### config.mk
export PLATFORM = sky130hd
export DESIGN_NAME = wls_ram
export DESIGN_NICKNAME = d
export VERILOG_FILES = /design/src/hdl/assert_macros.svh /design/src/hdl/wls_ram.sv
export SDC_FILE = /design/constraint.sdc
export NUM_CORES = 1
export LEC_CHECK = 0
export BUFFER_PORTS_ARGS = -buffer_cell sky130_fd_sc_hd__buf_2
export CORE_MARGIN = 2
export CORE_UTILIZATION = 48
export CTS_CLUSTER_DIAMETER = 40
export DETAILED_ROUTE_END_ITERATION = 16
export PLACE_DENSITY = 0.8
export SLEW_MARGIN = 20
export SYNTH_ARGS = -nofsm -noshare
export SYNTH_HDL_FRONTEND = slang
export SYNTH_SLANG_ARGS = --single-unit
### constraint.sdc
create_clock -name clk -period 1.4 [get_ports clk]
set_input_delay 0.28 -clock clk [delete_from_list [all_inputs] [get_ports clk]]
set_output_delay 0.28 -clock clk [all_outputs]
set_load 0.02 [all_outputs]
### src/hdl/assert_macros.svh
// Assertion helpers shared by the RTL.
`ifndef ASSERT_MACROS_SVH
`define ASSERT_MACROS_SVH

// Checked on every clock edge outside reset.
`define WLS_ASSERT(label, prop, msg) \
  label: assert property (@(posedge clk) disable iff (rst) prop) else $error(msg);

// Checked on every clock edge, reset included.
`define WLS_ASSERT_ALWAYS(label, prop, msg) \
  label: assert property (@(posedge clk) prop) else $error(msg);

`endif

### src/hdl/wls_ram.sv
module wls_ram #(
  parameter int WIDTH = 8,
  parameter int DEPTH = 2,
  localparam int AW = (DEPTH > 1) ? $clog2(DEPTH) : 1
) (
  input  logic             clk,
  input  logic             we,
  input  logic [AW-1:0]    waddr,
  input  logic [WIDTH-1:0] wdata,
  input  logic [AW-1:0]    raddr,
  output logic [WIDTH-1:0] rdata
);

  logic [WIDTH-1:0] mem [DEPTH];

  // One write port, one registered read port
  always_ff @(posedge clk) begin
    if (we) begin
      mem[waddr] <= wdata;
    end
    rdata <= mem[raddr];
  end

endmodule

==> impl_metrics.ini, run 1 <==
[placement]
gp_congestion = 0.676
postPlaceCellArea_um2 = 896
place_inst = 70
io_buffers = 19

[setup_path]
path_buf_inv = 1
startpoint = rdata[5]
crit_type = reg -> out
crit_family = flip-flops
cp_cell_sequence = buf_2
required_ns = 1.12
crit_fanout = 1
crit_slowest_cell = dfxtp_1
slowest_delay_ns = 0.32
end_kind = primary output
crit_arrival_ns = 0.77
start_kind = flip-flop
r2r_start = mem[0][6]

[timing]
fmax_ghz = 0.950
finalCritPeriodShare_pct = 75.2
final_max_slew_viol_count = 0
clock_skew_ns = 0.000976
finalHoldViolCount = 0
max_slew_margin_pct = 76.5
fin_tns_setup_ns = 0
fin_crit_ns = 1.05
rsz0062_at_grt = false
fin_hold_ws_ns = 0.158
setup_viol = 0
max_slew.worst_pin.slew_ns = 0.352

[cts]
clk_latency_ns = 0.30
clock_sinks = 24
cts_root_buf = clkbuf_4
cts_tree = yes
post_cts_buffers = 0
path_clk_slew_ns = 0.11
cts_hold_buf = 0
cts_resized = 0
cts_buffers = 3
cts_max_level = 1
cts_buffer_depth = 2

[status]
status = complete, no violations

[cells_and_area]
nFillCells = 107
drive_gt1_share_pct = 54.4
diodes = 0
stdcell_count = 73
area_growth_syn_to_layout_pct = 17.1
final_nets = 71
design_area_um2 = 918

[synth]
ys_types = 6
synth-compound-area-share_pct = 0
synth_top_family_by_area = multiplexers
synthAdderAreaFrac_pct = 0
synth-seq-area-share_pct = 81.7
synth_fp_nets = 47
yosysWarnings = 0
syn_inst = 35
yosys.area_share.simple_pct = 1.59
synth_area_um2 = 785
ys_seq_elements = 24
avgSynthCellArea_um2 = 22.4
muxShareOfSynthArea_pct = 15.3
synth_xor_area_share_pct = 0

[floorplan]
io_pins = 20
fp.dieW_um = 44.4
fp.coreArea_um2 = 1520
initial_core_util_pct = 51.5
dieArea_um2 = 1970
row_count = 14
die-height_um = 44.4

[route]
num_vias = 354
vias_per_cell = 4.85
drcViolationCount = 0
wirelength_um = 795
post_drt_wl_per_cell_um = 10.9
postRouteAntennaNets = 0
drtPass1Iterations = 3
drt-initial-drc-count = 7

[hold_path]
min_from = wdata[7]
hp-class = in -> reg

[power]
power_density_nw_per_um2 = 1320
ir_worst_vdd_uv = 773
p_leak_uw = 0.000382

[global_route]
grt_pass1_vias = 308
grt_pass1_wl_mm = 1.23
grt_overflow_total = 0
grt_max_degree = 13
grt_util_all_layers_pct = 9.80
antenna_found_initial = 0

[job]
cap_violations = 0
[per-stage QoR]
stage               util, %  setup slack [ns]  total power [µW]
finish                 60.3             0.347              1210
global route           60.3             0.301              1260
CTS                    60.3             0.323              1230
detailed placement     58.8             0.347               959
global placement       58.8             0.372               956
floorplan                 -             0.327               915
[worst paths after layout]
kind / to / slack, ns / depth (start not counted)
setup reg to reg: rdata[6] / 0.64 / 1
setup / recovery: rdata[5] / 0.35 / 1
hold / removal: mem[1][7] / 0.16 / 1
hold reg to reg: rdata[5] / 0.48 / 1
[power by group]
part | leakage [µW] | switching, µW | internal [µW] | total (µW)
Combinational | 0.000150 | 58.2 | 58.7 | 117
Sequential | 0.000218 | 11.8 | 811 | 823
Clock | 0.0000138 | 173 | 100 | 273
Total | 0.000382 | 243 | 970 | 1210
[cell type report]
cell class / instances / area [µm²] / area share (%)
tap: 16 / 20.0 / 2.18
sequential: 24 / 641 / 69.8
clock buffer: 3 / 22.5 / 2.45
timing repair buffer: 20 / 103 / 11.2
multi-input combinational: 10 / 133 / 14.4
[Yosys cell counts]
master | count | area share [%]
edfxtp_1 | 16 | 61
dfxtp_1 | 8 | 20
mux2_4 | 8 | 15
and2_1 | 1 | 0.80
buf_6 | 1 | 1.4
nor2b_1 | 1 | 0.80
[placed cells by master, fill, tap and decap left out, drive strengths merged]
cell and count:
and2 1, buf 20, clkbuf 3, dfxtp 8
edfxtp 16, mux2 8, nor2b 1
[flip-flops by register name (all words and copies together), names as in the netlist]
| signal | cells |
|---|---|
| rdata | 8 |
| mem | 16 |
[per-layer routing]
metal  wire, µm  global-route usage (%)
met3         81                    2.86
met4         42                    12.7
met2        343                    13.8
met1        327                    10.3
met5          0                       0
[cells by family (layout without fill, tap and decap cells)]
| kind of cell | after synthesis | after routing |
|---|---|---|
| AND/OR/NAND/NOR | 2 | 2 |
| flip-flops | 24 | 24 |
| buffers and inverters | 1 | 23 |
| multiplexers | 8 | 8 |
No activity file was read; power rests on OpenSTA's default activity.
==> run 2: changes to the inputs <==
- CORE_UTILIZATION: 48 -> 44
- PLACE_DENSITY: 0.8 -> 0.78
- clock period: 1.4 -> 0.85 ns (I/O delays scaled with it)
==> run 2 against run 1 <==
The flow now finishes with violations (setup timing). Highest routed layer unchanged. Sequential cell count is the same. Critical endpoint unchanged. Final cell count is 18% higher. Critical path depth is the same. Global-route usage is 0.18 points lower.
==> impl_metrics.ini, run 2 (same netlist as run 1, synthesis figures left out) <==
[setup_path]
cp_cell_sequence = buf_6
end_kind = primary output
path_buf_inv = 1
crit_type = reg -> out
start_kind = flip-flop
cp.depth = 1
ff2ff_setup_slack_ns = 0.08
crit_family = flip-flops
required_ns = 0.68
slowest_delay_ns = 0.34
crit_fanout = 1
reg2reg_depth = 1
r2r_end = rdata[6]
r2r_start = mem[0][6]
crit_arrival_ns = 0.76
crit_slowest_cell = dfxtp_2

[timing]
max_slew.worst_pin.slew_ns = 0.234
fmax_ghz = 1.07
finalHoldViolCount = 0
fin_hold_ws_ns = 0.0436
fin_tns_setup_ns = -0.564
clock_skew_ns = 0.00932
setup_ws_ns = -0.0807
final_max_slew_viol_count = 0
fin_crit_ns = 0.931
setup_viol = 8
max_slew_margin_pct = 84.4
rsz0062_at_grt = true
finalCritPeriodShare_pct = 109

[floorplan]
die-height_um = 46.2
dieArea_um2 = 2140
row_count = 15
initial_core_util_pct = 45.9
io_pins = 20
fp.coreArea_um2 = 1710
fp.dieW_um = 46.2

[cells_and_area]
design_area_um2 = 1020
largest_reg_flops = 16
reg_top3 = mem (16), rdata (8)
nFillCells = 128
layout_commonest_cell = edfxtp_1
post-route-util_pct = 59.6
diodes = 0
drive_gt1_share_pct = 70.5
area_growth_syn_to_layout_pct = 29.8
final_nets = 74
final_cell_mix = edfxtp_1 (16), buf_2 (11), mux2_4 (8), buf_6 (8), dfxtp_2 (8)
largest_register = mem
stdcell_count = 86

[cts]
cts_root_buf = clkbuf_4
cts_buffer_depth = 2
cts_buffers = 3
cts_max_level = 1
path_clk_slew_ns = 0.12
clk_latency_ns = 0.30
cts_hold_buf = 0
clock_sinks = 24
cts_tree = yes

[placement]
postPlaceCellArea_um2 = 932
place_inst = 82
gp_congestion = 0.653
io_buffers = 19

[status]
status = finished with violations
failed_checks = setup timing

[global_route]
grt_pass1_vias = 316
grt_util_all_layers_pct = 9.61
grt_overflow_total = 0
grt_pass1_wl_mm = 1.29
antenna_found_initial = 0
grt_max_degree = 14

[job]
cap_violations = 0

[power]
ir_worst_vdd_uv = 1210
power_density_nw_per_um2 = 2050
p_leak_uw = 0.000416

[route]
vias_per_cell = 4.28
post_drt_wl_per_cell_um = 9.85
drt-initial-drc-count = 11
num_vias = 368
drtPass1Iterations = 4
drcViolationCount = 0
postRouteAntennaNets = 0
wirelength_um = 847

[hold_path]
hp-class = in -> reg
min_from = wdata[5]
hold_end = mem[0][5]
hold_depth = 1
run 2: layout make-up:
class	count	area (µm²)	area share (%)
sequential	24	651	63.9
clock buffer	4	26.3	2.58
timing repair buffer	23	175	17.2
multi-input combinational	10	135	13.3
tap	25	31.3	3.07
run 2: worst max-delay path by stage:
stage | startpoint | to | slack, ns
final | rdata[5] | rdata[5] | -0.08
after global routing | rdata[5] | rdata[5] | -0.12
after CTS | rdata[5] | rdata[5] | -0.1
after detailed placement | raddr | rdata[1] | -0.004
after global placement | raddr | rdata[6] | 0.01
after floorplan | we | mem[0][0] | 0.06
run 2: per-stage QoR:
stage	setup WS, ns	power [µW]
2_1_floorplan	0.0567	1510
3_3_place_gp	0.0114	1590
3_5_place_dp	-0.00438	1590
4_1_cts	-0.0958	2120
5_1_grt	-0.119	2180
6_report	-0.0807	2090
run 2: layer usage:
metal / global-route usage (%) / routed length (µm) / vias to the layer above
met5: 0 / 0 / -
met4: 10.3 / 32 / 0
met3: 3.53 / 42 / 4
met2: 13.3 / 420 / 15
met1: 10.7 / 351 / 169
li1: - / - / 180
run 2: what timing repair did:
item                       in CTS  in global routing
pin swaps                       0                  0
setup endpoints to repair       8                  8
gates resized for setup        24                  0
gates cloned                    0                  0
setup buffers                   0                  0
run 2: power breakdown:
part / total [µW] / switching (µW) / internal (µW) / leakage, µW
logic: 245 / 98.0 / 147 / 0.000184
clock network: 476 / 293 / 183 / 0.0000150
registers: 1370 / 27.8 / 1340 / 0.000218
total: 2090 / 418 / 1670 / 0.000416
==> run 3: changes to the inputs <==
- CORE_ASPECT_RATIO: default -> 1.25
==> run 3 against run 2 <==
The flow still finishes with violations (setup timing). Die area is essentially flat. Register-to-register slack barely moved. Maximum frequency is 0.56% higher. Global-route usage shrank 1.1 points.
==> impl_metrics.ini, run 3 (same netlist as run 1, synthesis figures left out) <==
[status]
status = finished with violations
failed_checks = setup timing

[global_route]
grt_pass1_wl_mm = 1.32
antenna_found_initial = 0
grt_util_all_layers_pct = 8.56
grt_overflow_total = 0
grt_max_degree = 14
grt_pass1_vias = 341

[job]
cap_violations = 0

[cts]
cts_root_buf = clkbuf_4
clock_sinks = 24
cts_max_level = 1
cts_tree = yes
cts_hold_buf = 0
clk_latency_ns = 0.30
path_clk_slew_ns = 0.12
cts_buffers = 3
post_cts_buffers = 0
cts_buffer_depth = 2

[setup_path]
crit_family = flip-flops
crit_slowest_cell = dfxtp_2
crit_arrival_ns = 0.76
crit_type = reg -> out
required_ns = 0.68
path_buf_inv = 1
start_kind = flip-flop
cp_cell_sequence = buf_6
end_kind = primary output
crit_fanout = 1
slowest_delay_ns = 0.34

[timing]
max_slew.worst_pin.slew_ns = 0.357
fin_crit_ns = 0.926
finalHoldViolCount = 0
fin_hold_ws_ns = 0.0483
setup_viol = 8
clock_skew_ns = 0.00718
fmax_ghz = 1.08
final_max_slew_viol_count = 0
setup_ws_ns = -0.0755
max_slew_margin_pct = 76.2
rsz0062_at_grt = true
finalCritPeriodShare_pct = 109

[cells_and_area]
area_growth_syn_to_layout_pct = 27.0
largest_reg_flops = 16
drive_gt1_share_pct = 69.5
design_area_um2 = 996
reg_top3 = mem (16), rdata (8)
largest_register = mem
layout_commonest_cell = edfxtp_1
stdcell_count = 78
final_nets = 72
final_cell_mix = edfxtp_1 (16), buf_2 (11), mux2_4 (8), buf_6 (8), dfxtp_2 (8)
diodes = 0

[floorplan]
row_count = 17
dieArea_um2 = 2140
initial_core_util_pct = 45.5
fp.coreArea_um2 = 1720
fp.dieW_um = 41.8
die-height_um = 51.2
io_pins = 20

[placement]
gp_congestion = 0.574
postPlaceCellArea_um2 = 910
hpwl_um = 599
place_inst = 74
io_buffers = 19

[route]
wirelength_um = 793
post_drt_wl_per_cell_um = 10.2
postRouteAntennaNets = 0
drt-initial-drc-count = 4
drcViolationCount = 0
vias_per_cell = 4.38
num_vias = 342
drtPass1Iterations = 3

[power]
power_density_nw_per_um2 = 2080
p_leak_uw = 0.000407
ir_worst_vdd_uv = 1220

[hold_path]
hp-class = in -> reg
## run 3: metrics by stage
| step | setup WS (ns) | util, % | TNS (ns) | power, µW |
|---|---|---|---|---|
| after global routing | -0.112 | 57.8 | -0.865 | 2170 |
| after floorplan | 0.0567 | - | 0 | 1510 |
| after detailed placement | -0.121 | 52.8 | -1.00 | 1580 |
| final | -0.0755 | 57.8 | -0.555 | 2080 |
| after CTS | -0.0919 | 57.7 | -0.712 | 2110 |
| after global placement | -0.0696 | 52.8 | -0.556 | 1580 |
## run 3: where the power goes
part / total, µW / internal, µW / switching (µW)
Sequential: 1370 / 1340 / 27.2
Combinational: 237 / 141 / 96.0
Clock: 468 / 171 / 298
## run 3: worst paths after layout
check                                from        end  slack, ns  cells after the start
worst max-delay path             rdata[2]   rdata[2]      -0.08                      1
worst min-delay path             wdata[0]  mem[1][0]       0.05                      1
worst max register to register  mem[0][2]   rdata[2]       0.09                      1
worst min register to register  mem[0][0]   rdata[0]       0.48                      1
## run 3: layer usage
metal / wire [µm] / part of all wire [%] / vias to the layer above / GRT usage, %
li1: - / - / 177 / -
met1: 318 / 40 / 148 / 9.03
met2: 410 / 52 / 15 / 14.6
met3: 58 / 7.3 / 2 / 2.12
met4: 5 / 0.63 / 0 / 6.45
met5: 0 / 0 / - / 0
## run 3: area by class of cell
cell class	count	area (µm²)
clock buffers	3	22.5
fillers	142	727
multi-input cells	10	135
clock inverters	1	3.75
well taps	19	23.8
flip-flops and latches	24	651
repair buffers	21	160
## run 3: repair_timing
item / in CTS / in global routing
setup endpoints to repair: 8 / 8
resized for setup: 23 / 1
endpoints found under the hold margin: 0 / 0
pin swaps: 0 / 0
