==> src/hdl/assert_macros.svh <==
// Assertion helpers shared by the RTL.
`ifndef ASSERT_MACROS_SVH
`define ASSERT_MACROS_SVH

// Checked on every clock edge outside reset.
`define WLS_ASSERT(label, prop, msg) \
  label: assert property (@(posedge clk) disable iff (rst) prop) else $error(msg);

// Checked on every clock edge, reset included.
`define WLS_ASSERT_ALWAYS(label, prop, msg) \
  label: assert property (@(posedge clk) prop) else $error(msg);

`endif

==> src/hdl/wls_pkg.sv <==
package wls_pkg;

  // Record store geometry
  localparam int RECORD_DEPTH = 2048;
  localparam int ADDR_W       = (RECORD_DEPTH > 1) ? $clog2(RECORD_DEPTH) : 1;
  localparam int COUNT_W      = $clog2(RECORD_DEPTH + 1);

  // Field widths
  localparam int MODE_W      = 2;
  localparam int TIME_W      = 48;
  localparam int LAT_W       = 32;
  localparam int LEN_W       = 24;
  localparam int START_W     = 49;
  localparam int WIN_W       = START_W + 1;
  localparam int OUT_COUNT_W = 12;
  localparam int REC_W       = 2 * TIME_W + LAT_W;
  localparam int SUM_W       = LAT_W + COUNT_W;

  localparam logic [LEN_W-1:0] LEN_RESET = LEN_W'(200);

  // Item modes
  localparam logic [MODE_W-1:0] MODE_LOAD  = 2'd0;
  localparam logic [MODE_W-1:0] MODE_QUERY = 2'd1;
  localparam logic [MODE_W-1:0] MODE_CLEAR = 2'd2;
  localparam logic [MODE_W-1:0] MODE_NOP   = 2'd3;

  // Divider status back to the sequencer
  typedef struct packed {
    logic busy;
    logic done;
  } div_status_t;

endpackage

==> src/hdl/wls_div.sv <==
module wls_div (
  input  logic                         clk,
  input  logic                         rst,
  input  logic                         start,
  input  logic [wls_pkg::SUM_W-1:0]    dividend,
  input  logic [wls_pkg::COUNT_W-1:0]  divisor,
  output wls_pkg::div_status_t         status,
  output logic [wls_pkg::SUM_W-1:0]    quotient
);

  localparam int STEP_W = $clog2(wls_pkg::SUM_W + 1);

  logic                          busy;
  logic                          done;
  logic [STEP_W-1:0]             step;
  logic [wls_pkg::COUNT_W:0]     rem;
  logic [wls_pkg::COUNT_W-1:0]   dsr;
  logic [wls_pkg::COUNT_W:0]     rem_sh;
  logic [wls_pkg::COUNT_W:0]     diff;
  logic                          ge;

  // Restoring step: one quotient bit per cycle, dividend shifts out of quotient reg
  always_comb begin
    rem_sh = {rem[wls_pkg::COUNT_W-1:0], quotient[wls_pkg::SUM_W-1]};
    ge     = (rem_sh >= {1'b0, dsr});
    diff   = rem_sh - {1'b0, dsr};
  end

  always_ff @(posedge clk) begin
    if (rst) begin
      busy <= 1'b0;
      done <= 1'b0;
      step <= '0;
    end else if (start) begin
      busy <= 1'b1;
      done <= 1'b0;
      step <= STEP_W'(wls_pkg::SUM_W);
    end else if (busy) begin
      step <= step - STEP_W'(1);
      if (step == STEP_W'(1)) begin
        busy <= 1'b0;
        done <= 1'b1;
      end
    end else begin
      done <= 1'b0;
    end
  end

  // Datapath, no reset needed
  always_ff @(posedge clk) begin
    if (start) begin
      quotient <= dividend;
      rem      <= '0;
      dsr      <= divisor;
    end else if (busy) begin
      quotient <= {quotient[wls_pkg::SUM_W-2:0], ge};
      rem      <= ge ? diff : rem_sh;
    end
  end

  assign status.busy = busy;
  assign status.done = done;

endmodule

==> config.mk <==
export PLATFORM = sky130hd
export DESIGN_NAME = wls_div
export DESIGN_NICKNAME = d
export VERILOG_FILES = /design/src/hdl/assert_macros.svh /design/src/hdl/wls_pkg.sv /design/src/hdl/wls_div.sv
export SDC_FILE = /design/constraint.sdc
export NUM_CORES = 1
export LEC_CHECK = 0
export BUFFER_PORTS_ARGS = -buffer_cell sky130_fd_sc_hd__buf_2
export CAP_MARGIN = 10
export CORE_ASPECT_RATIO = 2
export CORE_MARGIN = 2
export CORE_UTILIZATION = 52
export CTS_CLUSTER_DIAMETER = 40
export CTS_CLUSTER_SIZE = 30
export DETAILED_ROUTE_END_ITERATION = 8
export PLACE_DENSITY = 0.91
export SLEW_MARGIN = 30
export SYNTH_ARGS = -nofsm -noshare
export SYNTH_HDL_FRONTEND = slang
export SYNTH_SLANG_ARGS = --single-unit
==> constraint.sdc <==
create_clock -name clk -period 3.2 [get_ports clk]
set_input_delay 0.96 -clock clk [delete_from_list [all_inputs] [get_ports clk]]
set_output_delay 0.96 -clock clk [all_outputs]
set_load 0.01 [all_outputs]
==> results.yml, run 1 <==
routing:
  drcViolationCount: 0
  viasPerCell: 5.58
  first_pass_iters: 4
  postRouteAntennaNets: 0
  wl_per_cell_um: 16.8
  drt_wl_total_um: 8320
  vias: 2763
  drt-initial-drc-count: 61
sta:
  min_period_over_period_pct: 77.8
  whs_ns: 0.498
  max_freq_ghz: 0.402
  tightest_slew_ns: 0.718
  slew_headroom_pct: 52.1
  hold_viol: 0
  fin_crit_ns: 2.49
  setup_viol: 0
  rsz0062_at_grt: "no"
  finalMaxSlewViolations: 0
  skew_ns: 0.00525
  tns_ns: 0
cells_and_area:
  syn2layout_area_growth_pct: 25.1
  stdcell_count: 495
  n_antenna_cell: 0
  drive_gt1_share_pct: 42.7
  num-nets-final: 474
worst_hold_path:
  hold_class: "reg2reg"
run:
  maxCapViolations: 0
critical_path:
  end_kind: "flop"
  cpMaxStageDelayCell: "a21oi_1"
  max_stage_delay_ns: 0.57
  worstSetupPathType: "reg2reg"
  critPathLaunchType: "flop"
  crit_fanout: 7
  worstPathCellList: "inv_1, ha_1, a21o_1, a211o_1, a41o_1, a21oi_1, nand2_1, a311oi_1"
  arrival_ns: 2.74
  cp.required_ns: 3.45
placement:
  port_buffers: 104
  place_congestion: 0.828
  dp_hpwl_um: 5910
  numPlacedInstances: 479
grt:
  antenna_found_initial: 0
  overflow: 0
  grt_pass1_wl_um: 12900
  first_global_vias: 2755
  grt_max_degree: 42
  grtUsageTotal_pct: 21.5
clock_network:
  holdBufCountCts: 0
  clock_latency_ns: 0.34
  post_cts_resized: 0
  path_clk_slew_ns: 0.06
  cts_setup_buffers: 0
  cts_made_buffers: 9
  h-tree-depth: 3
  root_buffer: "clkbuf_16"
  cts.sinks: 76
  cts_max_path_buffers: 2
  cts_tree: "yes"
synthesis:
  yosysWarningCount: 0
  yosysMostFrequentCell: "edfxtp_1"
  synth_nets: 371
  postSynth.asyncResetShare_pct: 0
  yosysUniqueCellTypes: 45
  synth_area_per_cell_um2: 12.6
  netlist_area_um2: 3740
  netlist.top_cell.by_area: "edfxtp_1"
  synth_edf_count: 56
  synth_seq_cells: 76
  synth_area_leaders: "edfxtp_1 45%, mux2_2 14%, dfxtp_1 11%, ha_1 4.7%, nor2_1 2.3%"
  syn_inst: 297
  ys_seq_area_share_pct: 55.6
  synth.top_cell.area_share_pct: 44.9
  yosys_most_used_dff: "edfxtp_1"
  synthTopCellsByCount: "56 x edfxtp_1, 45 x mux2_2, 23 x nor2_1"
pwr:
  p_leak_nw: 2.02
  power_density_nw_per_um2: 617
  peakVddDrop_v: 0.000538
  power_mw: 2.89
run_status:
  status: "complete, no violations"
die:
  rows: 43
  coreArea_um2: 6940
  die_w_um: 64.0
  design.die.area_um2: 7940
  initial_core_util_pct: 54.0
  die_y_um: 124
  io_pins: 105
## per-stage QoR
step	setup WS, ns	utilization (%)	cell area, um2
floorplan	0.421	-	3740
global placement	0.817	62.6	4350
detailed placement	0.808	62.6	4350
CTS	0.748	67.5	4680
global route	0.548	67.5	4680
finish	0.710	67.5	4680
## worst paths after layout
path	slack, ns	endpoint	cells past startpoint	startpoint
setup / recovery	0.71	rem[2]	8	dsr[10]
hold / removal	0.50	rem[11]	2	rem[11]
setup reg to reg	0.71	rem[2]	8	dsr[10]
hold reg to reg	0.50	rem[11]	2	rem[11]
## critical path, delay by kind of cell, from the launching register on
| family | cells | cell delay, ns |
|---|---|---|
| DFF | 1 | 0.32 |
| adders and majority gates | 1 | 0.36 |
| buffers and inverters | 1 | 0.04 |
| AOI/OAI and AO/OA | 5 | 1.56 |
| and+or+nand+nor | 1 | 0.12 |
## report_power, final
group / total, mW / switching (mW) / internal [mW]
sequential: 1.23 / 0.0553 / 1.17
clock: 1.16 / 0.405 / 0.759
combinational: 0.501 / 0.263 / 0.238
## cells in the final DEF, fill, tap and decap left out, types with 3 or more instances in the layout
cell type and count:
a211oi_1 6, mux2i_1 5, clkbuf_16 9, mux2_2 45, xor2_1 6, a21o_1 5, inv_1 16, edfxtp_1 56
o31ai_1 3, o21ai_0 3, a21oi_1 12, nand2b_1 4, buf_2 104, buf_4 3, nand2_1 13, a311oi_1 4
dfxtp_1 20, or2_2 3, bufinv_16 3, nor2_1 23, nor4_1 3, a211o_1 3, ha_1 14, xnor2_1 8
nor3_1 4
## area by class of cell
type                       count  area (um2)
fill                         456        2260
timing repair buffer         108         563
clock inverter                 7         113
tap                           90         113
multi-input combinational    189        1530
sequential                    76        2080
inverter                      16        60.1
clock buffer                   9         225
## routing by layer
layer	part of all wire, %	global-route usage [%]
met1	37	22.5
met4	2.4	11.0
met2	55	38.9
met3	5.3	5.60
met5	0	0
## logic make-up after synthesis
logic type | Yosys count | share of synthesized area, %
adders and majority gates | 15 | 5.21
xor gates and xnor gates | 14 | 3.27
AOI/OAI and AO/OA | 47 | 9.02
DFF | 76 | 55.6
buffers and inverters | 32 | 3.61
and+or+nand+nor | 63 | 8.42
muxes | 50 | 14.9
## registers in the layout, indices dropped and copies added (netlist names)
signal	cells
rem	12
quotient	44
done	1
busy	1
step	6
dsr	12
No activity file was read; power rests on OpenSTA's default activity.
==> run 2, diff against run 1 <==
--- a/config.mk
+++ b/config.mk
@@ -5,11 +5,12 @@
 export SDC_FILE = /design/constraint.sdc
 export NUM_CORES = 1
 export LEC_CHECK = 0
+export ABC_AREA = 1
 export BUFFER_PORTS_ARGS = -buffer_cell sky130_fd_sc_hd__buf_2
 export CAP_MARGIN = 10
 export CORE_ASPECT_RATIO = 2
 export CORE_MARGIN = 2
-export CORE_UTILIZATION = 52
+export CORE_UTILIZATION = 53
 export CTS_CLUSTER_DIAMETER = 40
 export CTS_CLUSTER_SIZE = 30
 export DETAILED_ROUTE_END_ITERATION = 8
==> constraint.sdc (replaced) <==
create_clock -name clk -period 2.3 [get_ports clk]
set_input_delay 0.69 -clock clk [delete_from_list [all_inputs] [get_ports clk]]
set_output_delay 0.69 -clock clk [all_outputs]
set_load 0.01 [all_outputs]
==> run 2 against run 1 <==
  * Cell area up 4.7%
  * Combinational power about the same
  * Largest cell class unchanged
  * Flip-flop and latch count unchanged
  * Wire length up 26%
  * Worst setup slack worse by 0.41 ns
==> results.yml, run 2 <==
routing:
  drcViolationCount: 0
  postRouteAntennaNets: 0
  vias: 3723
  viasPerCell: 5.36
  wl_per_cell_um: 15.2
  drt_wl_total_um: 10500
  drt-initial-drc-count: 203
  first_pass_iters: 5
synthesis:
  postSynth.asyncResetShare_pct: 0
  synth_seq_cells: 76
  netlist_area_um2: 3970
  syn_inst: 487
  yosysUniqueCellTypes: 31
  ys_seq_area_share_pct: 52.4
  synth_area_per_cell_um2: 8.16
  synth_edf_count: 56
  synth.top_cell.area_share_pct: 42.3
  netlist.top_cell.by_area: "edfxtp_1"
  synth_area_leaders: "edfxtp_1 42%, nand2_1 21%, dfxtp_1 10%, inv_1 5.6%, ha_1 4.4%"
  synth_nets: 561
  yosysWarningCount: 0
  synthTopCellsByCount: "219 x nand2_1, 59 x inv_1, 56 x edfxtp_1"
  yosysMostFrequentCell: "nand2_1"
  yosys_most_used_dff: "edfxtp_1"
sta:
  tightest_slew_ns: 0.414
  skew_ns: 0.00411
  slew_headroom_pct: 72.4
  min_period_over_period_pct: 86.9
  finalMaxSlewViolations: 0
  max_freq_ghz: 0.500
  setup_viol: 0
  hold_viol: 0
  fin_crit_ns: 2.00
  rsz0062_at_grt: "no"
  tns_ns: 0
placement:
  place_area_um2: 4630
  dp_hpwl_um: 7810
  place_congestion: 0.923
  port_buffers: 104
grt:
  grt_pass1_wl_um: 17000
  grt_max_degree: 45
  antenna_found_initial: 0
  overflow: 0
  first_global_vias: 3834
  grtUsageTotal_pct: 26.8
critical_path:
  crit_buf_inv: 1
  arrival_ns: 2.23
  crit_family: "simple AND/OR/NAND/NOR gates"
  worstSetupPathType: "reg2reg"
  cp.required_ns: 2.53
  critPathLaunchType: "flop"
  end_kind: "flop"
  crit_fanout: 14
  cpMaxStageDelayCell: "ha_1"
  max_stage_delay_ns: 0.39
  worstPathCellList: "inv_1, ha_1, nand2_2, nor2_1, nand2_1, nand3_2, nand2_2, nand3_2, o21ai_0, nand3_1, nand2_1"
cells_and_area:
  final_cell_mix: "219 x nand2_1, 104 x buf_2, 59 x inv_1"
  n_antenna_cell: 0
  num-nets-final: 671
  regMostFlops: "quotient"
  syn2layout_area_growth_pct: 23.5
  largest_reg_flops: 44
  reg_top3: "quotient: 44 flops, dsr: 12 flops, rem: 12 flops"
  final_area_um2: 4900
  mostFrequentLayoutCell: "nand2_1"
  n_fill_cell: 525
  drive_gt1_share_pct: 24.3
clock_network:
  clock_latency_ns: 0.34
  cts_max_path_buffers: 2
  root_buffer: "clkbuf_16"
  h-tree-depth: 3
  cts_made_buffers: 9
  cts.sinks: 76
  cts_tree: "yes"
  path_clk_slew_ns: 0.06
  post_cts_resized: 0
  holdBufCountCts: 0
  cts_setup_buffers: 0
pwr:
  power_density_nw_per_um2: 705
  peakVddDrop_v: 0.000755
  p_leak_nw: 2.54
die:
  io_pins: 105
  coreArea_um2: 7270
  initial_core_util_pct: 54.7
  design.die.area_um2: 8250
  die_w_um: 65.2
  rows: 44
  die_y_um: 126
worst_hold_path:
  hold_class: "reg2reg"
run_status:
  status: "complete, no violations"
run:
  maxCapViolations: 0
## run 2: cell count changes in the layout (fill, tap and decap cells not counted), sizes merged, moves of 4 or more
| cell | change |
|---|---|
| nand2b | -4 |
| nand3 | +28 |
| a311oi | -4 |
| a21o | -5 |
| nand2 | +209 |
| mux2 | -45 |
| inv | +44 |
| a21oi | -7 |
| buf | +10 |
| a211oi | -4 |
| xor2 | -5 |
| nand4 | +14 |
| mux2i | -5 |
## run 2: final cells by class
cell class	count	area [um2]	area share (%)
multi-input cells	331	1570	32.0
inverters	61	229	4.67
clock inverters	6	41.3	0.842
repair buffers	118	638	13.0
flip-flops and latches	76	2080	42.4
clock buffers	10	229	4.67
well taps	92	115	2.35
## run 2: power breakdown
group          switching [mW]  total (mW)  internal, mW
clock network           0.555        1.28         0.728
registers              0.0666        1.67          1.61
logic                   0.305       0.500         0.195
## run 2: cell families (layout without fill, tap and decap cells)
| group | after synthesis | in the layout | synth area share (%) |
|---|---|---|---|
| AO/OA/AOI/OAI | 15 | 15 | 2.24 |
| XOR/XNOR | 6 | 6 | 1.32 |
| adder cells (fa/ha/maj) | 15 | 15 | 4.91 |
| buffers and inverters | 80 | 195 | 8.06 |
| flip-flops | 76 | 76 | 52.4 |
| AND/OR/NAND/NOR | 295 | 295 | 31.1 |
## run 2: layer usage
metal  wire (um)  GRT usage, %  up-vias
li1            -             -     1764
met1        3410          26.4     1721
met2        6010          49.7      198
met3         683          6.03       40
met4         417          15.0        0
met5           0             0        -
## run 2: worst paths after layout
check	depth (start not counted)	slack [ns]	startpoint	to
hold / removal	2	0.47	rem[3]	rem[3]
setup / recovery	11	0.30	dsr[3]	rem[6]
setup reg to reg	11	0.30	dsr[3]	rem[6]
hold reg to reg	2	0.47	rem[3]	rem[3]
## run 2: through the flow
stage               utilization (%)  cells  setup slack [ns]  hold slack, ns  total power, mW
floorplan                         -    487            0.0683           0.447             1.96
global placement               63.8    678             0.339           0.460             2.17
detailed placement             63.8    678             0.315           0.466             2.19
CTS                            67.5    694             0.315           0.477             3.46
global route                   67.5    694             0.134           0.500             3.58
finish                         67.5    694             0.302           0.475             3.46
## run 2: worst reg2reg max path: stages (launching register included)
cell and delay [ns]:
edfxtp_1 0.32, inv_1 0.05, ha_1 0.39, nand2_2 0.10, nor2_1 0.17, nand2_1 0.08, nand3_2 0.09, nand2_2 0.07
nand3_2 0.28, o21ai_0 0.19, nand3_1 0.10, nand2_1 0.05
